File: src/hw/rtl/brlp_pkg.sv
package brlp_pkg;

  // Parser phase codes.
  localparam logic [2:0] PH_STAMP   = 3'd0;
  localparam logic [2:0] PH_LEN     = 3'd1;
  localparam logic [2:0] PH_INFO    = 3'd2;
  localparam logic [2:0] PH_IDFIRST = 3'd3;
  localparam logic [2:0] PH_IDREST  = 3'd4;
  localparam logic [2:0] PH_DATA    = 3'd5;
  localparam logic [2:0] PH_CODE    = 3'd6;

  // Result kinds.
  localparam logic [1:0] KIND_HEADER  = 2'd0;
  localparam logic [1:0] KIND_DATA    = 2'd1;
  localparam logic [1:0] KIND_TRAILER = 2'd2;

  // Bus codes.
  localparam logic [1:0] BUSCODE_CAN1  = 2'd0;
  localparam logic [1:0] BUSCODE_CAN2  = 2'd1;
  localparam logic [1:0] BUSCODE_LIN1  = 2'd2;
  localparam logic [1:0] BUSCODE_UNSUP = 2'd3;

  // Bus-info decode values under the bus mask.
  localparam logic [7:0] INFO_BUS_MASK = 8'h78;
  localparam logic [7:0] INFO_CAN1     = 8'h10;
  localparam logic [7:0] INFO_CAN2     = 8'h18;
  localparam logic [7:0] INFO_LIN1     = 8'h30;
  localparam int unsigned INFO_TX_BIT  = 1;
  localparam int unsigned ID_EXT_BIT   = 7;

  // Record overhead counted by the length byte.
  localparam logic [7:0] OVERHEAD_STD = 8'd4;
  localparam logic [7:0] OVERHEAD_EXT = 8'd6;

  // Width of the packed output payload, rounded up to whole bytes.
  localparam int unsigned TDATA_W = 88;

  typedef struct packed {
    logic [1:0]  kind;
    logic [31:0] frame_id;
    logic        extended_id;
    logic [1:0]  bus_code;
    logic        is_transmit;
    logic [31:0] time_stamp;
    logic [7:0]  data_value;
    logic [7:0]  data_count;
    logic        length_error;
    logic        last;
  } res_t;

  // Result handed from the parser to the output buffer.
  typedef struct packed {
    logic push;
    res_t res;
  } push_t;

  function automatic logic [1:0] bus_of(input logic [7:0] info);
    logic [1:0] code;
    case (info & INFO_BUS_MASK)
      INFO_CAN1: code = BUSCODE_CAN1;
      INFO_CAN2: code = BUSCODE_CAN2;
      INFO_LIN1: code = BUSCODE_LIN1;
      default:   code = BUSCODE_UNSUP;
    endcase
    return code;
  endfunction

endpackage

File: src/hw/rtl/brlp_parse.sv
module brlp_parse (
  input  logic                 clk,
  input  logic                 rst,
  input  logic                 in_valid,
  output logic                 in_ready,
  input  logic [7:0]           in_byte,
  input  logic                 space,
  output brlp_pkg::push_t      out
);
  import brlp_pkg::*;

  logic        s1_valid;
  logic [7:0]  s1_byte;
  logic        advance;

  logic [2:0]  phase, phase_next;
  logic [1:0]  byte_index, byte_index_next;
  logic [31:0] stamp_accum, stamp_accum_next;
  logic [7:0]  length_held, length_held_next;
  logic [7:0]  info_held, info_held_next;
  logic [31:0] id_accum, id_accum_next;
  logic [7:0]  data_left, data_left_next;
  logic        ext_flag, ext_flag_next;

  logic        hdr;
  logic [7:0]  overhead;
  logic        short_len;
  logic [7:0]  count;
  logic [1:0]  bi_inc;
  logic [4:0]  id_shift;

  // The input register holds one byte; it moves on when the output buffer has room.
  assign advance  = s1_valid && space;
  assign in_ready = !s1_valid || space;

  always_ff @(posedge clk) begin
    if (rst) begin
      s1_valid <= 1'b0;
    end else if (in_ready) begin
      s1_valid <= in_valid;
    end
    if (in_ready && in_valid) begin
      s1_byte <= in_byte;
    end
  end

  // Header quantities, taken from the identifier as it completes.
  assign overhead  = ext_flag ? OVERHEAD_EXT : OVERHEAD_STD;
  assign short_len = length_held < overhead;
  assign count     = short_len ? 8'd0 : length_held - overhead;
  assign bi_inc    = byte_index + 2'd1;

  always_comb begin
    case (byte_index)
      2'd1:    id_shift = 5'd8;
      2'd2:    id_shift = 5'd0;
      default: id_shift = 5'd16;
    endcase
  end

  // Next state and result for the byte in the input register.
  always_comb begin
    phase_next       = phase;
    byte_index_next  = byte_index;
    stamp_accum_next = stamp_accum;
    length_held_next = length_held;
    info_held_next   = info_held;
    id_accum_next    = id_accum;
    data_left_next   = data_left;
    ext_flag_next    = ext_flag;
    hdr              = 1'b0;
    out              = '0;

    case (phase)
      PH_LEN: begin
        length_held_next = s1_byte;
        phase_next       = PH_INFO;
      end
      PH_INFO: begin
        info_held_next = s1_byte;
        phase_next     = PH_IDFIRST;
      end
      PH_IDFIRST: begin
        ext_flag_next   = s1_byte[ID_EXT_BIT];
        id_accum_next   = s1_byte[ID_EXT_BIT] ? {s1_byte, 24'd0} : {16'd0, s1_byte, 8'd0};
        byte_index_next = 2'd0;
        phase_next      = PH_IDREST;
      end
      PH_IDREST: begin
        if (!ext_flag) begin
          id_accum_next = id_accum | {24'd0, s1_byte};
          hdr           = 1'b1;
        end else begin
          id_accum_next   = id_accum | ({24'd0, s1_byte} << id_shift);
          byte_index_next = bi_inc;
          if (bi_inc == 2'd3) begin
            byte_index_next = 2'd0;
            hdr             = 1'b1;
          end
        end
      end
      PH_DATA: begin
        out.push           = 1'b1;
        out.res.kind       = KIND_DATA;
        out.res.data_value = s1_byte;
        data_left_next     = data_left - 8'd1;
        if (data_left_next == 8'd0) begin
          phase_next = PH_CODE;
        end
      end
      PH_CODE: begin
        out.push           = 1'b1;
        out.res.kind       = KIND_TRAILER;
        out.res.data_value = s1_byte;
        out.res.last       = 1'b1;
        phase_next         = PH_STAMP;
        byte_index_next    = 2'd0;
      end
      default: begin
        stamp_accum_next = {stamp_accum[23:0], s1_byte};
        byte_index_next  = bi_inc;
        phase_next       = (bi_inc == 2'd0) ? PH_LEN : PH_STAMP;
      end
    endcase

    // A completed identifier produces the header.
    if (hdr) begin
      out.push             = 1'b1;
      out.res.kind         = KIND_HEADER;
      out.res.frame_id     = id_accum_next;
      out.res.extended_id  = ext_flag;
      out.res.bus_code     = bus_of(info_held);
      out.res.is_transmit  = info_held[INFO_TX_BIT];
      out.res.time_stamp   = stamp_accum;
      out.res.data_count   = count;
      out.res.length_error = short_len;
      data_left_next       = count;
      phase_next           = (count != 8'd0) ? PH_DATA : PH_CODE;
    end

    out.push = out.push && advance;
  end

  // Record state advances once per byte taken from the input register.
  always_ff @(posedge clk) begin
    if (rst) begin
      phase       <= PH_STAMP;
      byte_index  <= 2'd0;
      stamp_accum <= '0;
      length_held <= '0;
      info_held   <= '0;
      id_accum    <= '0;
      data_left   <= '0;
      ext_flag    <= 1'b0;
    end else if (advance) begin
      phase       <= phase_next;
      byte_index  <= byte_index_next;
      stamp_accum <= stamp_accum_next;
      length_held <= length_held_next;
      info_held   <= info_held_next;
      id_accum    <= id_accum_next;
      data_left   <= data_left_next;
      ext_flag    <= ext_flag_next;
    end
  end

  // A header is only produced as the identifier completes.
  a_hdr_phase: assert property (@(posedge clk) disable iff (rst)
    out.push && out.res.kind == KIND_HEADER |-> phase == PH_IDREST)
    else $error("header result outside identifier phase");

  // After a trailer the parser waits for the next timestamp.
  a_trailer_restart: assert property (@(posedge clk) disable iff (rst)
    out.push && out.res.last |=> phase == PH_STAMP && byte_index == 2'd0)
    else $error("parser did not restart after trailer");

  // A result is only produced when the output buffer has room.
  a_push_space: assert property (@(posedge clk) disable iff (rst)
    out.push |-> space)
    else $error("result produced without buffer space");

  // Data phase always has bytes left to deliver.
  a_data_left: assert property (@(posedge clk) disable iff (rst)
    phase == PH_DATA |-> data_left != 8'd0)
    else $error("data phase with no bytes left");

endmodule

File: src/hw/rtl/brlp_ofifo.sv
module brlp_ofifo (
  input  logic             clk,
  input  logic             rst,
  input  brlp_pkg::push_t  in,
  output logic             space,
  output logic             out_valid,
  input  logic             out_ready,
  output brlp_pkg::res_t   out_res
);
  import brlp_pkg::*;

  res_t       mem [2];
  logic       wr_ptr;
  logic       rd_ptr;
  logic [1:0] count;
  logic       pop;

  // Space depends only on registered state, so the two sides stay decoupled.
  assign space     = count != 2'd2;
  assign out_valid = count != 2'd0;
  assign pop       = out_valid && out_ready;
  assign out_res   = mem[rd_ptr];

  always_ff @(posedge clk) begin
    if (in.push) begin
      mem[wr_ptr] <= in.res;
    end
  end

  // Pointers and fill count of the two-entry result buffer.
  always_ff @(posedge clk) begin
    if (rst) begin
      wr_ptr <= 1'b0;
      rd_ptr <= 1'b0;
      count  <= 2'd0;
    end else begin
      if (in.push) begin
        wr_ptr <= !wr_ptr;
      end
      if (pop) begin
        rd_ptr <= !rd_ptr;
      end
      count <= count + {1'b0, in.push} - {1'b0, pop};
    end
  end

  // The fill count never goes past the buffer depth.
  a_count_range: assert property (@(posedge clk) disable iff (rst)
    count != 2'd3)
    else $error("result buffer overflow");

endmodule

File: src/hw/rtl/bus_log_record_parser_top.sv
// Bus-capture log record parser. Raw log bytes enter on s_t* one per transaction and records
// leave on m_t*: a header (tuser 0) once the identifier is complete, one data result
// (tuser 1) per data byte, then a trailer (tuser 2) carrying the completion code with tlast
// set. Bytes of the timestamp, length and bus info produce no result, nor does an identifier
// byte other than the last. One byte is accepted every clock cycle unless input is stalled;
// each byte passes an input register, combinational parsing logic and a two-entry output
// buffer. Backpressure on m_tready stalls input only once the output buffer is full.
module bus_log_record_parser_top (
  input  logic                            clk,
  input  logic                            rst,
  input  logic                            s_tvalid,
  output logic                            s_tready,
  input  logic [7:0]                      s_tdata,  // in_byte
  output logic                            m_tvalid,
  input  logic                            m_tready,
  // frame_id[31:0], extended_id[32], bus_code[34:33], is_transmit[35],
  // time_stamp[67:36], data_value[75:68], data_count[83:76], length_error[84], zero pad
  output logic [brlp_pkg::TDATA_W-1:0]    m_tdata,
  output logic [1:0]                      m_tuser,  // kind
  output logic                            m_tlast   // last
);
  import brlp_pkg::*;

  push_t push;
  logic  space;
  res_t  res;

  brlp_parse u_parse (
    .clk      (clk),
    .rst      (rst),
    .in_valid (s_tvalid),
    .in_ready (s_tready),
    .in_byte  (s_tdata),
    .space    (space),
    .out      (push)
  );

  brlp_ofifo u_ofifo (
    .clk       (clk),
    .rst       (rst),
    .in        (push),
    .space     (space),
    .out_valid (m_tvalid),
    .out_ready (m_tready),
    .out_res   (res)
  );

  // Pack the result fields onto the stream payload.
  assign m_tdata = {3'd0, res.length_error, res.data_count, res.data_value, res.time_stamp,
                    res.is_transmit, res.bus_code, res.extended_id, res.frame_id};
  assign m_tuser = res.kind;
  assign m_tlast = res.last;

endmodule
File: config.mk
export PLATFORM = sky130hd
export DESIGN_NAME = bus_log_record_parser_top
export DESIGN_NICKNAME = d
export VERILOG_FILES = /design/src/hw/rtl/brlp_pkg.sv /design/src/hw/rtl/brlp_parse.sv /design/src/hw/rtl/brlp_ofifo.sv /design/src/hw/rtl/bus_log_record_parser_top.sv
export SDC_FILE = /design/constraint.sdc
export NUM_CORES = 1
export LEC_CHECK = 0
export ABC_AREA = 1
export BUFFER_PORTS_ARGS = -buffer_cell sky130_fd_sc_hd__buf_4
export CAP_MARGIN = 20
export CORE_ASPECT_RATIO = 1.2
export CORE_UTILIZATION = 56
export CTS_CLUSTER_SIZE = 28
export DETAILED_ROUTE_END_ITERATION = 10
export GPL_TIMING_DRIVEN = 0
export PLACE_DENSITY = 0.86
export SLEW_MARGIN = 10
export SYNTH_ARGS = -nofsm -noshare
export SYNTH_HDL_FRONTEND = slang
export SYNTH_SLANG_ARGS = --single-unit
File: constraint.sdc
create_clock -name clk -period 8.8 [get_ports clk]
set_input_delay 0.44 -clock clk [delete_from_list [all_inputs] [get_ports clk]]
set_output_delay 0.44 -clock clk [all_outputs]
set_load 0.005 [all_outputs]
# After elaboration in Yosys (flattened, before gate mapping)
# Memory sizes are Yosys's and may differ from the RTL's. A register that Yosys moved wholly into a read port is not among the register bits.
# Index checks and enable logic that the tools add are counted.
# op_classes
addsub	5
magnitude_cmp	1
eq_ne	16
n_shift	1
muxes	29
bitwise_logic	4
reduce_logical	24
# ops
cell	count
71-bit 2-to-1 mux	1
32-bit 2-to-1 mux	2
32-bit case mux with 2 select lines	1
8-bit 2-to-1 mux	4
32-bit bitwise OR	1
32-bit by 8-bit bitwise OR with 32-bit output	1
8-bit by 5-bit << shifter with 32-bit output	1
3-bit case mux with 6 select lines	1
2-bit case mux with 3 select lines	2
5-bit case mux with 2 select lines	1
2-bit AND reduction	5
3-bit equality test (second input constant)	3
1-bit 2-to-1 mux	9
9-bit 2-to-1 mux	1
4-bit by 2-bit equality test with 1-bit output (second input constant)	2
8-bit zero test	1
8-bit less-than comparator	1
2-bit 2-to-1 mux	4
8-bit nonzero test	1
8-bit by 1-bit subtractor with 8-bit output (second input constant)	1
8-bit subtractor	1
3-bit by 2-bit equality test with 1-bit output (second input constant)	2
3-bit 2-to-1 mux	2
3-bit case mux with 2 select lines	1
20 further kinds	31
# word_totals
register_bits	106
ramBits	176
out_inout_bits	93
word_cells	94
memories	1
# mem_list
memory	words	width	rd	rd_ports_with_merged_regs	wr	line	text
u_ofifo.mem	2	88	1	1	1	brlp_ofifo.sv:12	res_t mem [2];

# Longest topological paths before layout
# Gate-level depths: netlist (run 1).
# logic_depth
ltp_word	10
ltp_mapped	16
depth_no_buf	16

# Cells and area by module
# From an unflattened synthesis (run 1), not the netlist that was laid out.
# hier_totals
hier_cells	1031
hier_area_um2	11751.3
# by_module_without_submodules
module	n_inst	cells_each	area_per_inst_um2	seq_area_each_um2
brlp_ofifo	1	310	6665.1	5385.2
brlp_parse	1	717	5059.9	2082.0
bus_log_record_parser_top	1	4	26.3	0.0

# Worst setup path after synthesis (run 1)
# Ideal clock, no wire load.
# synth_timing
path_kind	register to register
startpoint	register u_parse.phase[2]
endpoint	memory u_ofifo.mem[0][0] (netlist name) (enable)
arrival_ns	4.870
t_required_ns	8.265
slack_ns	3.395
path_stages_with_launch	7
n_path_buf	0
period_less_slack_ns	5.405
cell_sequence	dfxtp_1 -> nand2_1 -> nor2_1 -> nor2_2 -> a21oi_1 -> inv_1 -> nor2_1
# synth_via
elab_chain_cells	6
elab_cells_between_ends	9
classes_between	3 x eq/ne; 5 x mux; 1 x reduce/logical
# synth_rtl
item	line	text
start: declaration	brlp_parse.sv:16	logic [2:0] phase, phase_next;
start signal: assignment	brlp_parse.sv:156	phase <= phase_next;
3-bit equality test	brlp_parse.sv:74	case (phase)
3-bit case mux with 2 select lines / 1-bit 2-to-1 mux (equally long branches)	brlp_parse.sv:74	
71-bit 2-to-1 mux (*)	brlp_parse.sv:127	if (hdr) begin
1-bit logical AND (*)	brlp_parse.sv:141	out.push = out.push && advance;
1-bit 2-to-1 mux (*)	brlp_ofifo.sv:25	if (in.push) begin
1-bit 2-to-1 mux (implied by the code) (*)	brlp_ofifo.sv:26	mem[wr_ptr] <= in.res;
end: declaration	brlp_ofifo.sv:12	
# Every way passes the cells marked *; elsewhere a longest branch is shown, timed or not.

# Worst setup path after layout (run 1)
# layout_timing
startpoint	register u_parse.phase[2]
endpoint	memory u_ofifo.mem[1][56] (netlist name) (enable)
# Same word-level chain as after synthesis.

==> impl.org, run 1 <==
** Critical path
- The endpoint identified for the worst register-to-register timing path is u_ofifo.mem[1][56].
- At the worst endpoint, the required time is 9.03 ns.
- On the worst path, the slowest cell contributes a delay of 0.65 ns.
- Reg2reg start :: u_parse.phase[2]
- Endpoint type of the worst setup path :: flop
- Traced cell by cell, the critical path runs through nand2_1, nor2_1, nor2_2, a21oi_1, inv_1, nor2_4, buf_12, buf_12, buf_16.
- Buffering stage count on the worst path with inverters included :: 4
- For flop-to-flop paths, the worst setup slack is 5.53 ns.
- Along the worst path, the maximum fanout reaches 25.
- Arrival @ worst endpoint :: 3.50 ns
- The critical path is of the reg -> reg type.
- The largest individual stage delay along the critical path comes from the cell sky130_fd_sc_hd__nor2_4.
- The worst setup path is launched from a flop.
- Dominant cell type by count on the critical path :: sky130_fd_sc_hd__buf_12
- Worst R2R Path Depth :: 9
- Category of cells accounting for the largest share of critical-path delay :: simple AND/OR/NAND/NOR gates

** Placed design
- HPWL after DPL :: 18.16 mm
- Once placement completed, the tool counted placed cells totaling 1,444.
- Gp weighted congestion :: 0.8898
- Buffers placed on the I/O ports in this run total 101.

** Detailed routing
- Once detail routing completed, the nets flagged for antenna violations numbered 0.
- Total wire length :: 26.94 mm
- Detailed routing inserted a total of 8,383 vias.
- The pre-antenna-repair detailed-routing pass consisted of 5 iterations.
- DRT iter0 DRCs :: 713
- Using the TritonRoute via totals, the vias-per-cell ratio works out to 5.615.
- For this run, design rule violations remaining after detail routing come to 0.
- After detailed routing, the average wire length per cell comes to 18.05 um.

** Cells and area
- Most frequent cells in the layout :: sky130_fd_sc_hd__edfxtp_1 (184), sky130_fd_sc_hd__nor2_1 (144), sky130_fd_sc_hd__inv_1 (128)
- Post-route non-filler standard cell count :: 1,493
- The repair_antennas step left the layout with diodes totalling 0.
- Leaving out fill and tap cells, the most frequent cell in the layout is sky130_fd_sc_hd__edfxtp_1.
- Relative to the synthesized area, the layout overhead comes to 17.29%.
- Fraction of layout instances using a drive strength above 1 :: 0.2199
- Area taken by multi-input logic gates :: 3531 sq um
- Counting the fill cells in the layout gives 1,475.
- Net count, final :: 1,231
- The sequential cells in the finished layout cover a total of 7467 sq um.

** Global route
- The via count of the first global-routing pass is 8,296.
- The initial antenna violation count was 0.
- Remaining global-route overflow :: 0
- Pin count of the biggest net entering global routing :: 26
- For this run, the total global-route usage over all layers was measured as 0.2508.
- Wire length of the first global-routing pass :: 41.92 mm

** Logic synthesis
- For this run, the register share of the synthesized area comes to 0.6357.
- The biggest area contributor in the post-synthesis netlist is sky130_fd_sc_hd__edfxtp_1.
- Unique masters post-synth :: 41
- The synthesized design contains 281 register bits.
- Mapped Area :: 11,750 sq um
- The average instance in the mapped netlist occupies 10.98 sq um.
- Share of the synthesized area in the top cell type :: 0.4704
- Ranking of synthesized cells by area :: sky130_fd_sc_hd__edfxtp_1 (47%), sky130_fd_sc_hd__dfxtp_1 (17%), sky130_fd_sc_hd__mux2_2 (8.4%)
- Asr flop ratio synth :: 0
- The most used flip-flop cell after synthesis is sky130_fd_sc_hd__edfxtp_1.
- Cells after Synth :: 1,070
- EDFF count, synth :: 184
- Total of warnings raised by yosys :: 0

** STA
- Derived from the worst setup path, the maximum achievable clock frequency is 0.3059 GHz.
- The max-slew violation count came to 0.
- Setup repair after global routing left no endpoint under its margin.
- The clock period could shrink to 3.269 ns.
- Setup violations remaining at the end of the flow were counted as 0.
- Adding up every negative setup slack in the final design gives 0 ns.
- Worst slew margin relative to its limit :: 0.4479
- Portion of the clock cycle consumed by the worst path in the final layout :: 0.3715
- At the pin with the least slew margin, the transition time is 0.8263 ns.
- Worst clock skew on the final layout :: 0.01056 ns
- Final count of hold timing violations :: 0

** Clock network
- CTS Hold Buffers Added :: 0
- Resized Gates After CTS :: 0
- TritonCTS built the clock tree.
- Clock insertion delay at the later pin of the skew report :: 0.53 ns
- Clock edge transition at the registers on the reported setup and hold paths :: 0.06 ns
- Clock tree synthesis found a total of 281 sinks.
- Buffers added to address setup during post-CTS repair amount to 0.
- Number of clock buffers inserted by TritonCTS :: 27
- H-tree levels :: 1
- CTS max path bufs :: 3
- The tree is rooted in a sky130_fd_sc_hd__clkbuf_16.

** Power and ir drop
- Cell-internal power :: 2.433 mW
- Sequential cell fraction of total power :: 0.452
- Portion of total power attributed to the clock network :: 0.308
- Of the total power, the share spent switching nets is 0.2903.
- Total net switching power :: 0.9949 mW
- Power spread over the standard cell area amounts to 248.8 nW/um^2.
- Logic pwr share :: 0.240
- Leakage power :: 5.475 nW
- Peak VDD IR :: 162.8 uV

** Floorplan
- Effective utilization at floorplan :: 0.5759
- Die Area :: 21,560 sq um
- CORE AREA :: 20,400 sq um
- Number of ports placed on the die boundary :: 105
- Number of placement rows :: 57
- The floorplan step set the die height to 160.7 um.
- Measured along the x axis, the die boundary spans 134.2 um.

** Min path
- Kind of path behind the tightest hold check :: in -> reg
- Along the worst hold path, the cell count comes to 1.
- Destination of the worst hold path :: u_parse.s1_byte[5]
- The startpoint identified for the worst hold timing path is s_tdata[5].

** Outcome
- Status :: completed

** Job
- Across the run, the number of max-cap violations was 0.
[kinds of logic after synthesis]
kind of cell,after synthesis,synth area share
AOI/OAI and AO/OA,207,0.09768
xor gates and xnor gates,3,0.002237
and+or+nand+nor,287,0.1030
adders and majority gates,11,0.01172
DFF,281,0.6357
other,1,0.0003193
muxes,88,0.08436
buffers and inverters,192,0.06498
[worst reg2reg max path, cell delays in order, from the launching register on]
cell	delay, ns
sky130_fd_sc_hd__dfxtp_1	0.50
sky130_fd_sc_hd__nand2_1	0.16
sky130_fd_sc_hd__nor2_1	0.37
sky130_fd_sc_hd__nor2_2	0.22
sky130_fd_sc_hd__a21oi_1	0.22
sky130_fd_sc_hd__inv_1	0.15
sky130_fd_sc_hd__nor2_4	0.65
sky130_fd_sc_hd__buf_12	0.29
sky130_fd_sc_hd__buf_12	0.22
sky130_fd_sc_hd__buf_16	0.19
[metrics by stage]
step / hold WS [ns] / power [mW] / worst slack, ns / utilization / instance area, sq um
after floorplan: 0.4257 / 2.077 / 3.395 / - / 11750
after global placement: 0.4332 / 2.359 / 1.020 / 0.6297 / 12840
after detailed placement: 0.4476 / 2.386 / 5.569 / 0.6367 / 12990
after CTS: 0.07507 / 3.434 / 5.558 / 0.6754 / 13780
after global routing: 0.07445 / 3.570 / 5.319 / 0.6754 / 13780
final: 0.09104 / 3.428 / 5.531 / 0.6754 / 13780
[flip-flops by register name (all words and copies together), names as in the netlist, 2 cells and up, named ones only]
name                 cells
u_parse.s1_byte          8
u_parse.byte_index       2
u_ofifo.count            2
u_parse.stamp_accum     32
u_parse.length_held      8
u_parse.info_held        5
u_parse.data_left        8
u_parse.id_accum        32
u_ofifo.mem            176
u_parse.phase            3
[final cells by class]
class	count	area share
Buffer	58	0.01871
Multi-Input combinational cell	599	0.2563
Timing Repair Buffer	107	0.06484
Inverter	134	0.03669
Clock buffer	37	0.05249
Clock inverter	12	0.004904
Sequential cell	281	0.5420
Tap cell	265	0.02407
[power groups by stage]
| stage | Sequential [mW] | Combinational (mW) | Clock [mW] |
|---|---|---|---|
| after CTS | 1.55 | 0.821 | 1.06 |
| final | 1.55 | 0.822 | 1.06 |
| after detailed placement | 1.58 | 0.811 | 0 |
| after floorplan | 1.56 | 0.513 | 0 |
| after global placement | 1.58 | 0.783 | 0 |
| after global routing | 1.56 | 0.895 | 1.12 |
[layer usage]
metal	global-route usage	vias to the layer above	wire length, um
li1	-	3918	-
met1	0.3114	4010	10420
met2	0.4364	378	13590
met3	0.03378	77	1836
met4	0.1098	0	1097
met5	0	-	0
[worst max-delay path by stage]
stage | from | end | cells after the start
2_1_floorplan | u_parse.phase[2] | u_ofifo.mem[0][0] | 6
3_3_place_gp | u_parse.phase[2] | u_ofifo.mem[0][70] | 6
3_5_place_dp | u_parse.phase[2] | u_ofifo.mem[1][38] | 9
4_1_cts | u_parse.phase[2] | u_ofifo.mem[0][55] | 9
5_1_grt | u_parse.phase[2] | u_ofifo.mem[1][56] | 9
6_report | u_parse.phase[2] | u_ofifo.mem[1][56] | 9
[cells in the mapped netlist, types with 9 or more instances]
cell / count
sky130_fd_sc_hd__buf_1: 9
sky130_fd_sc_hd__buf_2: 11
sky130_fd_sc_hd__nor3_1: 10
sky130_fd_sc_hd__o21ai_1: 9
sky130_fd_sc_hd__a31oi_1: 18
sky130_fd_sc_hd__mux2_2: 88
sky130_fd_sc_hd__a21oi_1: 68
sky130_fd_sc_hd__ha_1: 11
sky130_fd_sc_hd__o211ai_1: 10
sky130_fd_sc_hd__o21ai_0: 84
sky130_fd_sc_hd__clkbuf_1: 30
sky130_fd_sc_hd__inv_1: 128
sky130_fd_sc_hd__dfxtp_1: 97
sky130_fd_sc_hd__nor2_1: 145
sky130_fd_sc_hd__edfxtp_1: 184
sky130_fd_sc_hd__nand3_1: 14
sky130_fd_sc_hd__nand2_1: 104
Power figures use the tool's default switching activity.
==> run 2, diff against run 1 <==
Settings changed: ABC_AREA 1 to 0, CORE_UTILIZATION 56 to 53, PLACE_DENSITY 0.86 to 0.85.
Clock period 8.8 ns to 2.9 ns, I/O delays scaled along.
==> run 2 against run 1 <==
Effect of this change: sequential power grew to 2.8 times the previous value; die area is 4.3% higher; global-route usage is 1.6 points lower; first-iteration DRC count is 2.7% lower; cell area is 0.90% higher; critical path type unchanged; critical endpoint is now u_ofifo.mem[1][55]; largest cell class unchanged.
==> impl.org, run 2 <==
** Detailed routing
- Met3 wire length :: 1.790 mm (-2.5%)
- The amount of wire on met2 after detailed routing is 13.37 mm (-1.6%).
- Routed wire per std cell :: 19.20 um (+6.4%)
- The vias per cell is 5.781 (+3.0%).
- DRT met1 WL :: 10.12 mm (-2.9%)
- Count of vias placed by the detailed router :: 7,903 (-5.7%)
- Top layer used by detailed routing :: met4
- The sum of routed wire length over all layers came to 26.24 mm (-2.6%).
- The first-iteration detailed-routing DRC count came to 694 (-2.7%).
- The number of design rule violations left after detail routing was 0 (unchanged).
- The residual antenna-violating net count after detailed routing came to 0 (unchanged).
- The number of optimization iterations in the first detailed-route pass came to 6 (+1).

** Outcome
- The run finished with clean final reports.

** Clock network
- Post-CTS setup repair buffer count :: 0 (unchanged)
- The register clock-pin slew on the reported worst setup and hold paths is 0.07 ns (about the same).
- The maximum root-to-sink buffer count came to 3 (unchanged).
- Clock tree synthesis selected as its root buffer the cell sky130_fd_sc_hd__clkbuf_16.
- Number of clock buffers inserted by TritonCTS :: 26 (-3.7%)
- The count of H-tree levels built during CTS was 1 (unchanged).
- The insertion delay to the later sink of the worst-skew pair is 0.53 ns (about the same).
- Clock sink count :: 281 (unchanged)
- TritonCTS clock tree :: built

** Logic synthesis
- The mean post-synth cell area came to 12.44 sq um (+13%).
- Fraction of synthesized area in multiplexers :: 0.1009 (+0.01655)
- Cells after Synth :: 933 (-13%)
- The compound-gate portion of the synthesized area is 0.08291 (-0.01477).
- Fraction of the mapped netlist area in adder cells :: 0.01186 (+0.0001428)
- Most frequently used flop master after synthesis :: sky130_fd_sc_hd__edfxtp_1
- Share of the synthesized area in the top cell type :: 0.4761 (+0.005731)
- After synthesis, the largest family of logic cells by area is simple AND/OR/NAND/NOR gates.
- Cell with the most instances after synthesis :: sky130_fd_sc_hd__edfxtp_1
- Post-synthesis xor/xnor area fraction :: 0.007547 (+0.005310)
- Synthesized-area fraction occupied by and/or/nand/nor cells :: 0.1201 (+0.01710)
- The number of warnings printed during yosys synthesis came to 0 (unchanged).
- Top cell type by total area after synthesis :: sky130_fd_sc_hd__edfxtp_1
- Ranking of synthesized cells by area :: sky130_fd_sc_hd__edfxtp_1 (48%), sky130_fd_sc_hd__dfxtp_1 (17%), sky130_fd_sc_hd__mux2_2 (8.5%)
- Register bit count reported by yosys :: 281 (unchanged)
- Unique masters post-synth :: 58 (+41%)
- The number of synthesized flops with an enable pin came to 184 (unchanged).
- The sequential share of the synthesized area was 0.6435 (+0.007745).
- Asr flop ratio synth :: 0 (unchanged)
- Mapped Area :: 11,600 sq um (-1.2%)
- Most frequent cells after synthesis :: sky130_fd_sc_hd__edfxtp_1 (184), sky130_fd_sc_hd__nor2_1 (103), sky130_fd_sc_hd__dfxtp_1 (97)

** Min path
- Kind of path behind the tightest hold check :: in -> reg
- Min-Delay Path Depth :: 4 (+3)
- The startpoint identified for the worst hold timing path is m_tready.

** Floorplan
- Effective utilization at floorplan :: 0.5476 (-0.02823)
- The number of core rows is 58 (+1.8%).
- The total I/O pin count came to 105 (unchanged).
- Die Area :: 22,490 sq um (+4.3%)
- Die H :: 164.1 um (+2.1%)
- The die width came to 137.1 um (+2.1%).
- The placeable core area was 21,190 sq um (+3.9%).

** Critical path
- The worst setup path is captured at a flop.
- The data arrival at the endpoint of the critical path was 2.99 ns (-0.51 ns).
- Sort of element at the start of the critical path :: flop
- Required @ worst endpoint :: 3.15 ns (-5.88 ns)
- Minimum setup slack among reg-to-reg paths :: 0.16 ns (-5.38 ns)
- By startpoint and endpoint, the worst setup path is classified as reg -> reg.
- List of cells traversed by the critical path :: inv_1, ha_1, nand2b_1, clkbuf_8, nand2_1, clkbuf_1, clkbuf_1, nor2_1
- The most numerous cell type found on the critical path is sky130_fd_sc_hd__clkbuf_1.
- Worst-path cell with the longest stage delay :: sky130_fd_sc_hd__clkbuf_1
- The maximum fanout encountered on the critical timing path was 10 (-60%).
- The worst-case reg-to-reg path depth was 8 (-1).
- The highest cell delay on the worst timing path came to 0.56 ns (-0.09 ns).
- Reg2reg end :: u_ofifo.mem[1][55]
- Reg2reg start :: u_parse.byte_index[0]

** Cells and area
- Most frequent cells in the layout :: sky130_fd_sc_hd__edfxtp_1 (184), sky130_fd_sc_hd__buf_4 (106), sky130_fd_sc_hd__nor2_1 (101)
- Most common cell after layout, fill and taps aside :: sky130_fd_sc_hd__edfxtp_1
- The share of final-layout standard cells stronger than drive strength 1 came to 0.2634 (+0.04358).
- Registers with the highest flip-flop counts :: u_ofifo.mem x176, u_parse.id_accum x32, u_parse.stamp_accum x32
- Area growth from synthesis to layout :: 19.78%
- Register name with the most flops :: u_ofifo.mem
- Net count, final :: 1,100 (-11%)
- Total non-filler cell area in the finished layout :: 13,900 sq um (+0.90%)
- The number of antenna repair diodes came to 0 (unchanged).
- The flip-flop count of the largest register after layout was 176 (unchanged).

** STA
- The max-slew violation count is 0 (unchanged).
- Setup repair after global routing left no endpoint under its margin.
- The final number of setup-violating endpoints is 0 (unchanged).
- The final-layout worst hold slack is 0.09652 ns (+0.005483 ns).
- The maximum achievable frequency is 0.3644 GHz (+19%).
- The post-route clock period utilization was 0.9463 (+0.5749).
- The transition at the pin with the smallest max-transition slack was 0.7927 ns (-0.03354 ns).
- Fin worst setup slack :: 0.1556 ns (-5.375 ns)
- The maximum clock skew at final layout came to 0.01767 ns (+0.007107 ns).
- Worst slew margin relative to its limit :: 0.4715 (+0.02366)
- Final count of hold timing violations :: 0 (unchanged)
- The final critical delay including setup and external delays was 2.744 ns (-0.5245 ns).

** Placed design
- The pre-CTS worst setup slack was 0.2168 ns (-5.352 ns).
- HPWL after DPL :: 17.26 mm (-5.0%)
- The placer's final routability congestion estimate is 0.9066 (+1.9%).
- The count of input and output buffers came to 100 (-0.99%).
- Cell area reported after detailed placement :: 12,880 sq um (-0.80%)

** Power and ir drop
- The highest ir drop seen on vdd was 474.3 uV (+190%).
- Leakage power :: 4.858 nW (-11%)
- The cell area power density was 678.5 nW/um^2 (+170%).

** Global route
- Remaining global-route overflow :: 0 (unchanged)
- The overall routing resource usage was 0.2346 (-0.01619).
- The largest net degree at the start of global routing came to 30 (+15%).
- Antenna violations before repair :: 0 (unchanged)
- Wire length of the first global-routing pass :: 40.32 mm (-3.8%)
- Number of global-route vias before repair :: 7,700 (-7.2%)

** Job
- Max-capacitance violation count :: 0 (unchanged)
-- run 2: per-layer routing --
layer / vias up / track usage
met2: 337 / 0.4096
met1: 3833 / 0.2826
met4: 0 / 0.1064
li1: 3660 / -
met5: - / 0
met3: 73 / 0.03827
-- run 2: timing repair --
| action | 4_1_cts | 5_1_grt |
|---|---|---|
| endpoints found under the setup margin | 20 | 0 |
| resized for setup | 2 | 0 |
| hold buffers | 9 | 0 |
| endpoints found under the hold margin | 9 | 0 |
-- run 2: kinds of logic (layout without fill, tap and decap cells) --
family / count (synthesis) / in the layout
compound gates: 146 / 146
buf+inv: 86 / 248
xor+xnor: 10 / 10
fa+ha+maj: 11 / 11
mux: 106 / 106
other cells: 1 / 3
simple gates: 292 / 292
flops: 281 / 281
-- run 2: stage by stage --
stage / utilization / setup TNS, ns / power, mW / cells
2_1_floorplan: - / 0 / 5.204 / 935
3_3_place_gp: 0.6016 / -136.56 / 5.876 / 1305
3_5_place_dp: 0.6079 / 0 / 5.894 / 1311
4_1_cts: 0.6560 / 0 / 9.462 / 1367
5_1_grt: 0.6560 / 0 / 9.709 / 1367
6_report: 0.6560 / 0 / 9.431 / 1367
-- run 2: worst max path at each step --
stage | start | endpoint
3_3_place_gp | u_ofifo.count[0] | u_ofifo.mem[0][59]
6_report | u_parse.byte_index[0] | u_ofifo.mem[1][55]
5_1_grt | flop | m_tuser[0]
3_5_place_dp | u_ofifo.count[0] | u_ofifo.mem[0][56]
2_1_floorplan | u_parse.byte_index[0] | u_ofifo.mem[0][0]
4_1_cts | flop | m_tuser[0]
-- run 2: power breakdown --
part           switching, mW  leakage, nW  total (mW)  internal (mW)
combinational          0.672         1.96        1.49          0.821
clock                   1.49        0.458        3.61           2.13
sequential            0.0619         2.44        4.33           4.26
-- run 2: cell type report --
type,count,area (sq um)
buffer,70,340.3
clock buffer,35,799.5
clock inverter,13,130.1
fill,1495,7289
inverter,15,56.30
multi-input combinational,568,3792
sequential,281,7468
tap,270,337.8
timing repair buffer,115,975.9
-- run 2: worst max-delay path, delay by kind of cell (launching register included) --
family,cells,cell delay (ns)
flops,1,0.39
buf+inv,4,1.29
simple gates,3,0.57
fa+ha+maj,1,0.20
==> run 3, diff against run 2 <==
Settings changed: CORE_UTILIZATION 53 to 56, CTS_BUF_LIST set to sky130_fd_sc_hd__clkbuf_2 sky130_fd_sc_hd__clkbuf_4 sky130_fd_sc_hd__clkbuf_8, PLACE_DENSITY 0.85 to 0.77.
==> run 3 against run 2 <==
Effect of this change: clock skew down 0.0072 ns; cell area is the same; largest power group unchanged; critical endpoint is now u_ofifo.mem[1][71]; first-iteration DRC count shrank 8.1%; total power decreased by 4.2%.
==> impl.org, run 3 (synthesis gave the netlist of run 2 again) <==
** Detailed routing
- The number of optimization iterations in the first detailed-route pass was 6 (unchanged).
- The first-iteration detailed-routing DRC count came to 638 (-8.1%).
- Number of remaining DRC errors :: 0 (unchanged)
- The number of vias after detailed routing is 7,809 (-1.2%).
- Mean number of vias per cell :: 5.606 (-3.0%)
- The residual antenna-violating net count after detailed routing is 0 (unchanged).
- The sum of routed wire length over all layers came to 24.96 mm (-4.9%).
- Routed wire per std cell :: 17.92 um (-6.7%)

** Cells and area
- # fillers :: 1,471 (-1.6%)
- Net count, final :: 1,118 (+1.6%)
- Fraction of layout instances using a drive strength above 1 :: 0.2819 (+0.01847)
- Leaving out fill and tap cells, the most frequent cell in the layout is sky130_fd_sc_hd__edfxtp_1.
- The largest registers in the layout are u_ofifo.mem x176, u_parse.id_accum x32, u_parse.stamp_accum x32.
- The number of antenna repair diodes came to 0 (unchanged).
- Area growth from synthesis to layout :: 19.78% (unchanged)
- Total non-filler cell area in the finished layout :: 13,900 sq um (unchanged)
- Flip-flop count of the largest register after layout :: 176 (unchanged)
- Post-layout util :: 0.6863 (+0.03031)
- Ranked by flip-flop count, first place goes to u_ofifo.mem.
- In the layout the commonest cells are sky130_fd_sc_hd__edfxtp_1 (184), sky130_fd_sc_hd__buf_4 (106), sky130_fd_sc_hd__nor2_1 (101).

** Power and ir drop
- Total power per unit cell area :: 649.9 nW/um^2 (-4.2%)
- The clock network power share came to 0.357 (-0.026).
- Cell-internal power :: 6.892 mW (-4.4%)
- Sw Share :: 0.2371 (+0.001770)
- Logic pwr share :: 0.163 (+0.005)
- The net switching power of the design is 2.142 mW (-3.5%).
- Peak VDD IR :: 542.1 uV (+14%)
- Leakage power :: 4.893 nW (+0.72%)
- Sequential cell fraction of total power :: 0.479 (+0.020)

** Clock network
- The maximum root-to-sink buffer count is 3 (unchanged).
- TritonCTS built the clock tree.
- Clock insertion delay at the later pin of the skew report :: 0.54 ns (about the same)
- The buffers inserted during post-CTS setup optimization is 0 (unchanged).
- Number of clock buffers inserted by TritonCTS :: 42 (+62%)
- Clock edge transition at the registers on the reported setup and hold paths :: 0.06 ns (about the same)
- H-tree levels :: 2 (+1)
- Clk root buf :: sky130_fd_sc_hd__clkbuf_8
- The number of clock sinks is 281 (unchanged).

** STA
- The maximum achievable frequency was 0.3700 GHz (+1.5%).
- Final min period :: 2.703 ns (-0.04132 ns)
- The relative slew slack came to 0.5346 (+0.06304).
- The transition at the pin with the smallest max-transition slack was 0.6982 ns (-0.09456 ns).
- Number of pins with negative max-slew slack in the final report :: 0 (unchanged)
- Portion of the clock cycle consumed by the worst path in the final layout :: 0.9321 (-0.01425)
- Worst clock skew on the final layout :: 0.01052 ns (-0.007153 ns)
- Final count of hold timing violations :: 0 (unchanged)
- Setup violation total in the final timing report :: 0 (unchanged)
- Unrepaired setup endpoints after global routing :: no
- Fin worst setup slack :: 0.1970 ns (+0.04132 ns)

** Critical path
- STA classifies the critical path endpoint as a flop.
- The worst setup path is launched from a flop.
- Arrival @ worst endpoint :: 2.96 ns (-0.03 ns)
- The maximum fanout encountered on the critical timing path is 10 (unchanged).
- Required @ worst endpoint :: 3.16 ns (about the same)
- Start-to-end type of the worst setup path :: reg -> reg

** Floorplan
- The total I/O pin count is 105 (unchanged).
- The die width was 133.4 um (-2.7%).
- The effective utilization at floorplan was 0.5730 (+0.02531).
- The number of core rows was 57 (-1.7%).
- Die H :: 159.7 um (-2.7%)
- CORE AREA :: 20,250 sq um (-4.4%)
- The die area was 21,300 sq um (-5.3%).

** Global route
- The met2 layer usage reported by global route came to 0.4112 (+0.001672).
- Wire length of the first global-routing pass :: 38.94 mm (-3.4%)
- The via count of the first global-routing pass is 7,574 (-1.6%).
- The total congestion overflow is 0 (unchanged).
- GR Util met1 :: 0.2913 (+0.008756)
- Busiest metal layer after global routing :: met2
- The largest net degree at the start of global routing came to 24 (-20%).
- The overall routing resource usage is 0.2352 (+0.0005895).
- The global-route met3 utilization is 0.03873 (+0.0004586).
- Antenna violations before repair :: 0 (unchanged)

** Placed design
- Gp weighted congestion :: 0.9057 (about the same)
- Cell area reported after detailed placement :: 12,950 sq um (+0.55%)
- Worst setup timing slack at the placement stage :: 0.09534 ns (-0.1214 ns)
- The sum of net half-perimeters after detailed placement came to 16.95 mm (-1.8%).
- Count of input and output buffers :: 100 (unchanged)

** Min path
- In this run the worst hold path is classified as in -> reg.

** Job
- Max-capacitance violation count :: 0 (unchanged)

** Outcome
- The run finished with clean final reports.
-- run 3: cell count changes in the layout (fill, tap and decap cells not counted), moves of 3 or more --
cell | previous run | this run
sky130_fd_sc_hd__clkbuf_8 | 4 | 47
sky130_fd_sc_hd__buf_16 | 2 | 7
sky130_fd_sc_hd__clkinv_4 | 3 | 0
sky130_fd_sc_hd__clkinv_1 | 2 | 7
sky130_fd_sc_hd__clkbuf_4 | 0 | 20
sky130_fd_sc_hd__clkbuf_16 | 30 | 0
sky130_fd_sc_hd__buf_12 | 4 | 1
-- run 3: final timing paths --
| kind | to | cells after the start | slack (ns) | start |
|---|---|---|---|---|
| max reg2reg | u_ofifo.mem[1][71] | 8 | 0.20 | u_parse.byte_index[0] |
| max | u_ofifo.mem[1][71] | 8 | 0.20 | u_parse.byte_index[0] |
| min reg2reg | u_parse.stamp_accum[30] | 2 | 0.46 | u_parse.stamp_accum[30] |
| min | u_ofifo.rd_ptr | 4 | 0.09 | m_tready |
-- run 3: layer usage --
metal	wire [um]	vias up
li1	-	3709
met1	10050	3772
met2	12790	272
met3	1402	56
met4	712	0
met5	0	-
-- run 3: stage by stage --
step	std cells	setup TNS (ns)	hold WS [ns]	total power [mW]
after floorplan	935	0	0.2439	5.204
after global placement	1300	-166.19	0.3257	5.878
after detailed placement	1308	0	0.3244	5.888
after CTS	1394	0	0.08091	9.110
after global routing	1393	0	0.09637	9.388
final	1393	0	0.08931	9.034
-- run 3: power by group through the flow --
stage,sequential (mW),combinational [mW],clock (mW)
3_3_place_gp,4.39,1.49,0
2_1_floorplan,4.38,0.827,0
4_1_cts,4.31,1.52,3.28
6_report,4.33,1.48,3.23
3_5_place_dp,4.39,1.50,0
5_1_grt,4.33,1.58,3.47
-- run 3: cell type report --
type                       instances  area (sq um)  share of cell area
clock inverter                    11         73.82            0.005311
inverter                          15         56.30            0.004050
tap                              265         331.6             0.02385
multi-input combinational        568          3792              0.2728
sequential                       281          7468              0.5373
buffer                            70         341.6             0.02457
clock buffer                      66         783.3             0.05635
timing repair buffer             117          1054             0.07579
-- run 3: what timing repair did --
action                                 CTS  global route
pin swaps                                0             0
setup endpoints to repair               20            19
cloned                                   0             0
hold buffers                             9             0
endpoints found under the hold margin    9             0
gates resized for setup                  3             0
-- run 3: worst max-delay path: stages, from the launching register on --
cell and delay [ns]:
sky130_fd_sc_hd__dfxtp_2 0.39, sky130_fd_sc_hd__inv_1 0.08, sky130_fd_sc_hd__ha_1 0.20, sky130_fd_sc_hd__nand2b_1 0.15, sky130_fd_sc_hd__clkbuf_8 0.18, sky130_fd_sc_hd__nand2_1 0.25, sky130_fd_sc_hd__clkbuf_1 0.53, sky130_fd_sc_hd__clkbuf_1 0.47
sky130_fd_sc_hd__nor2_1 0.17
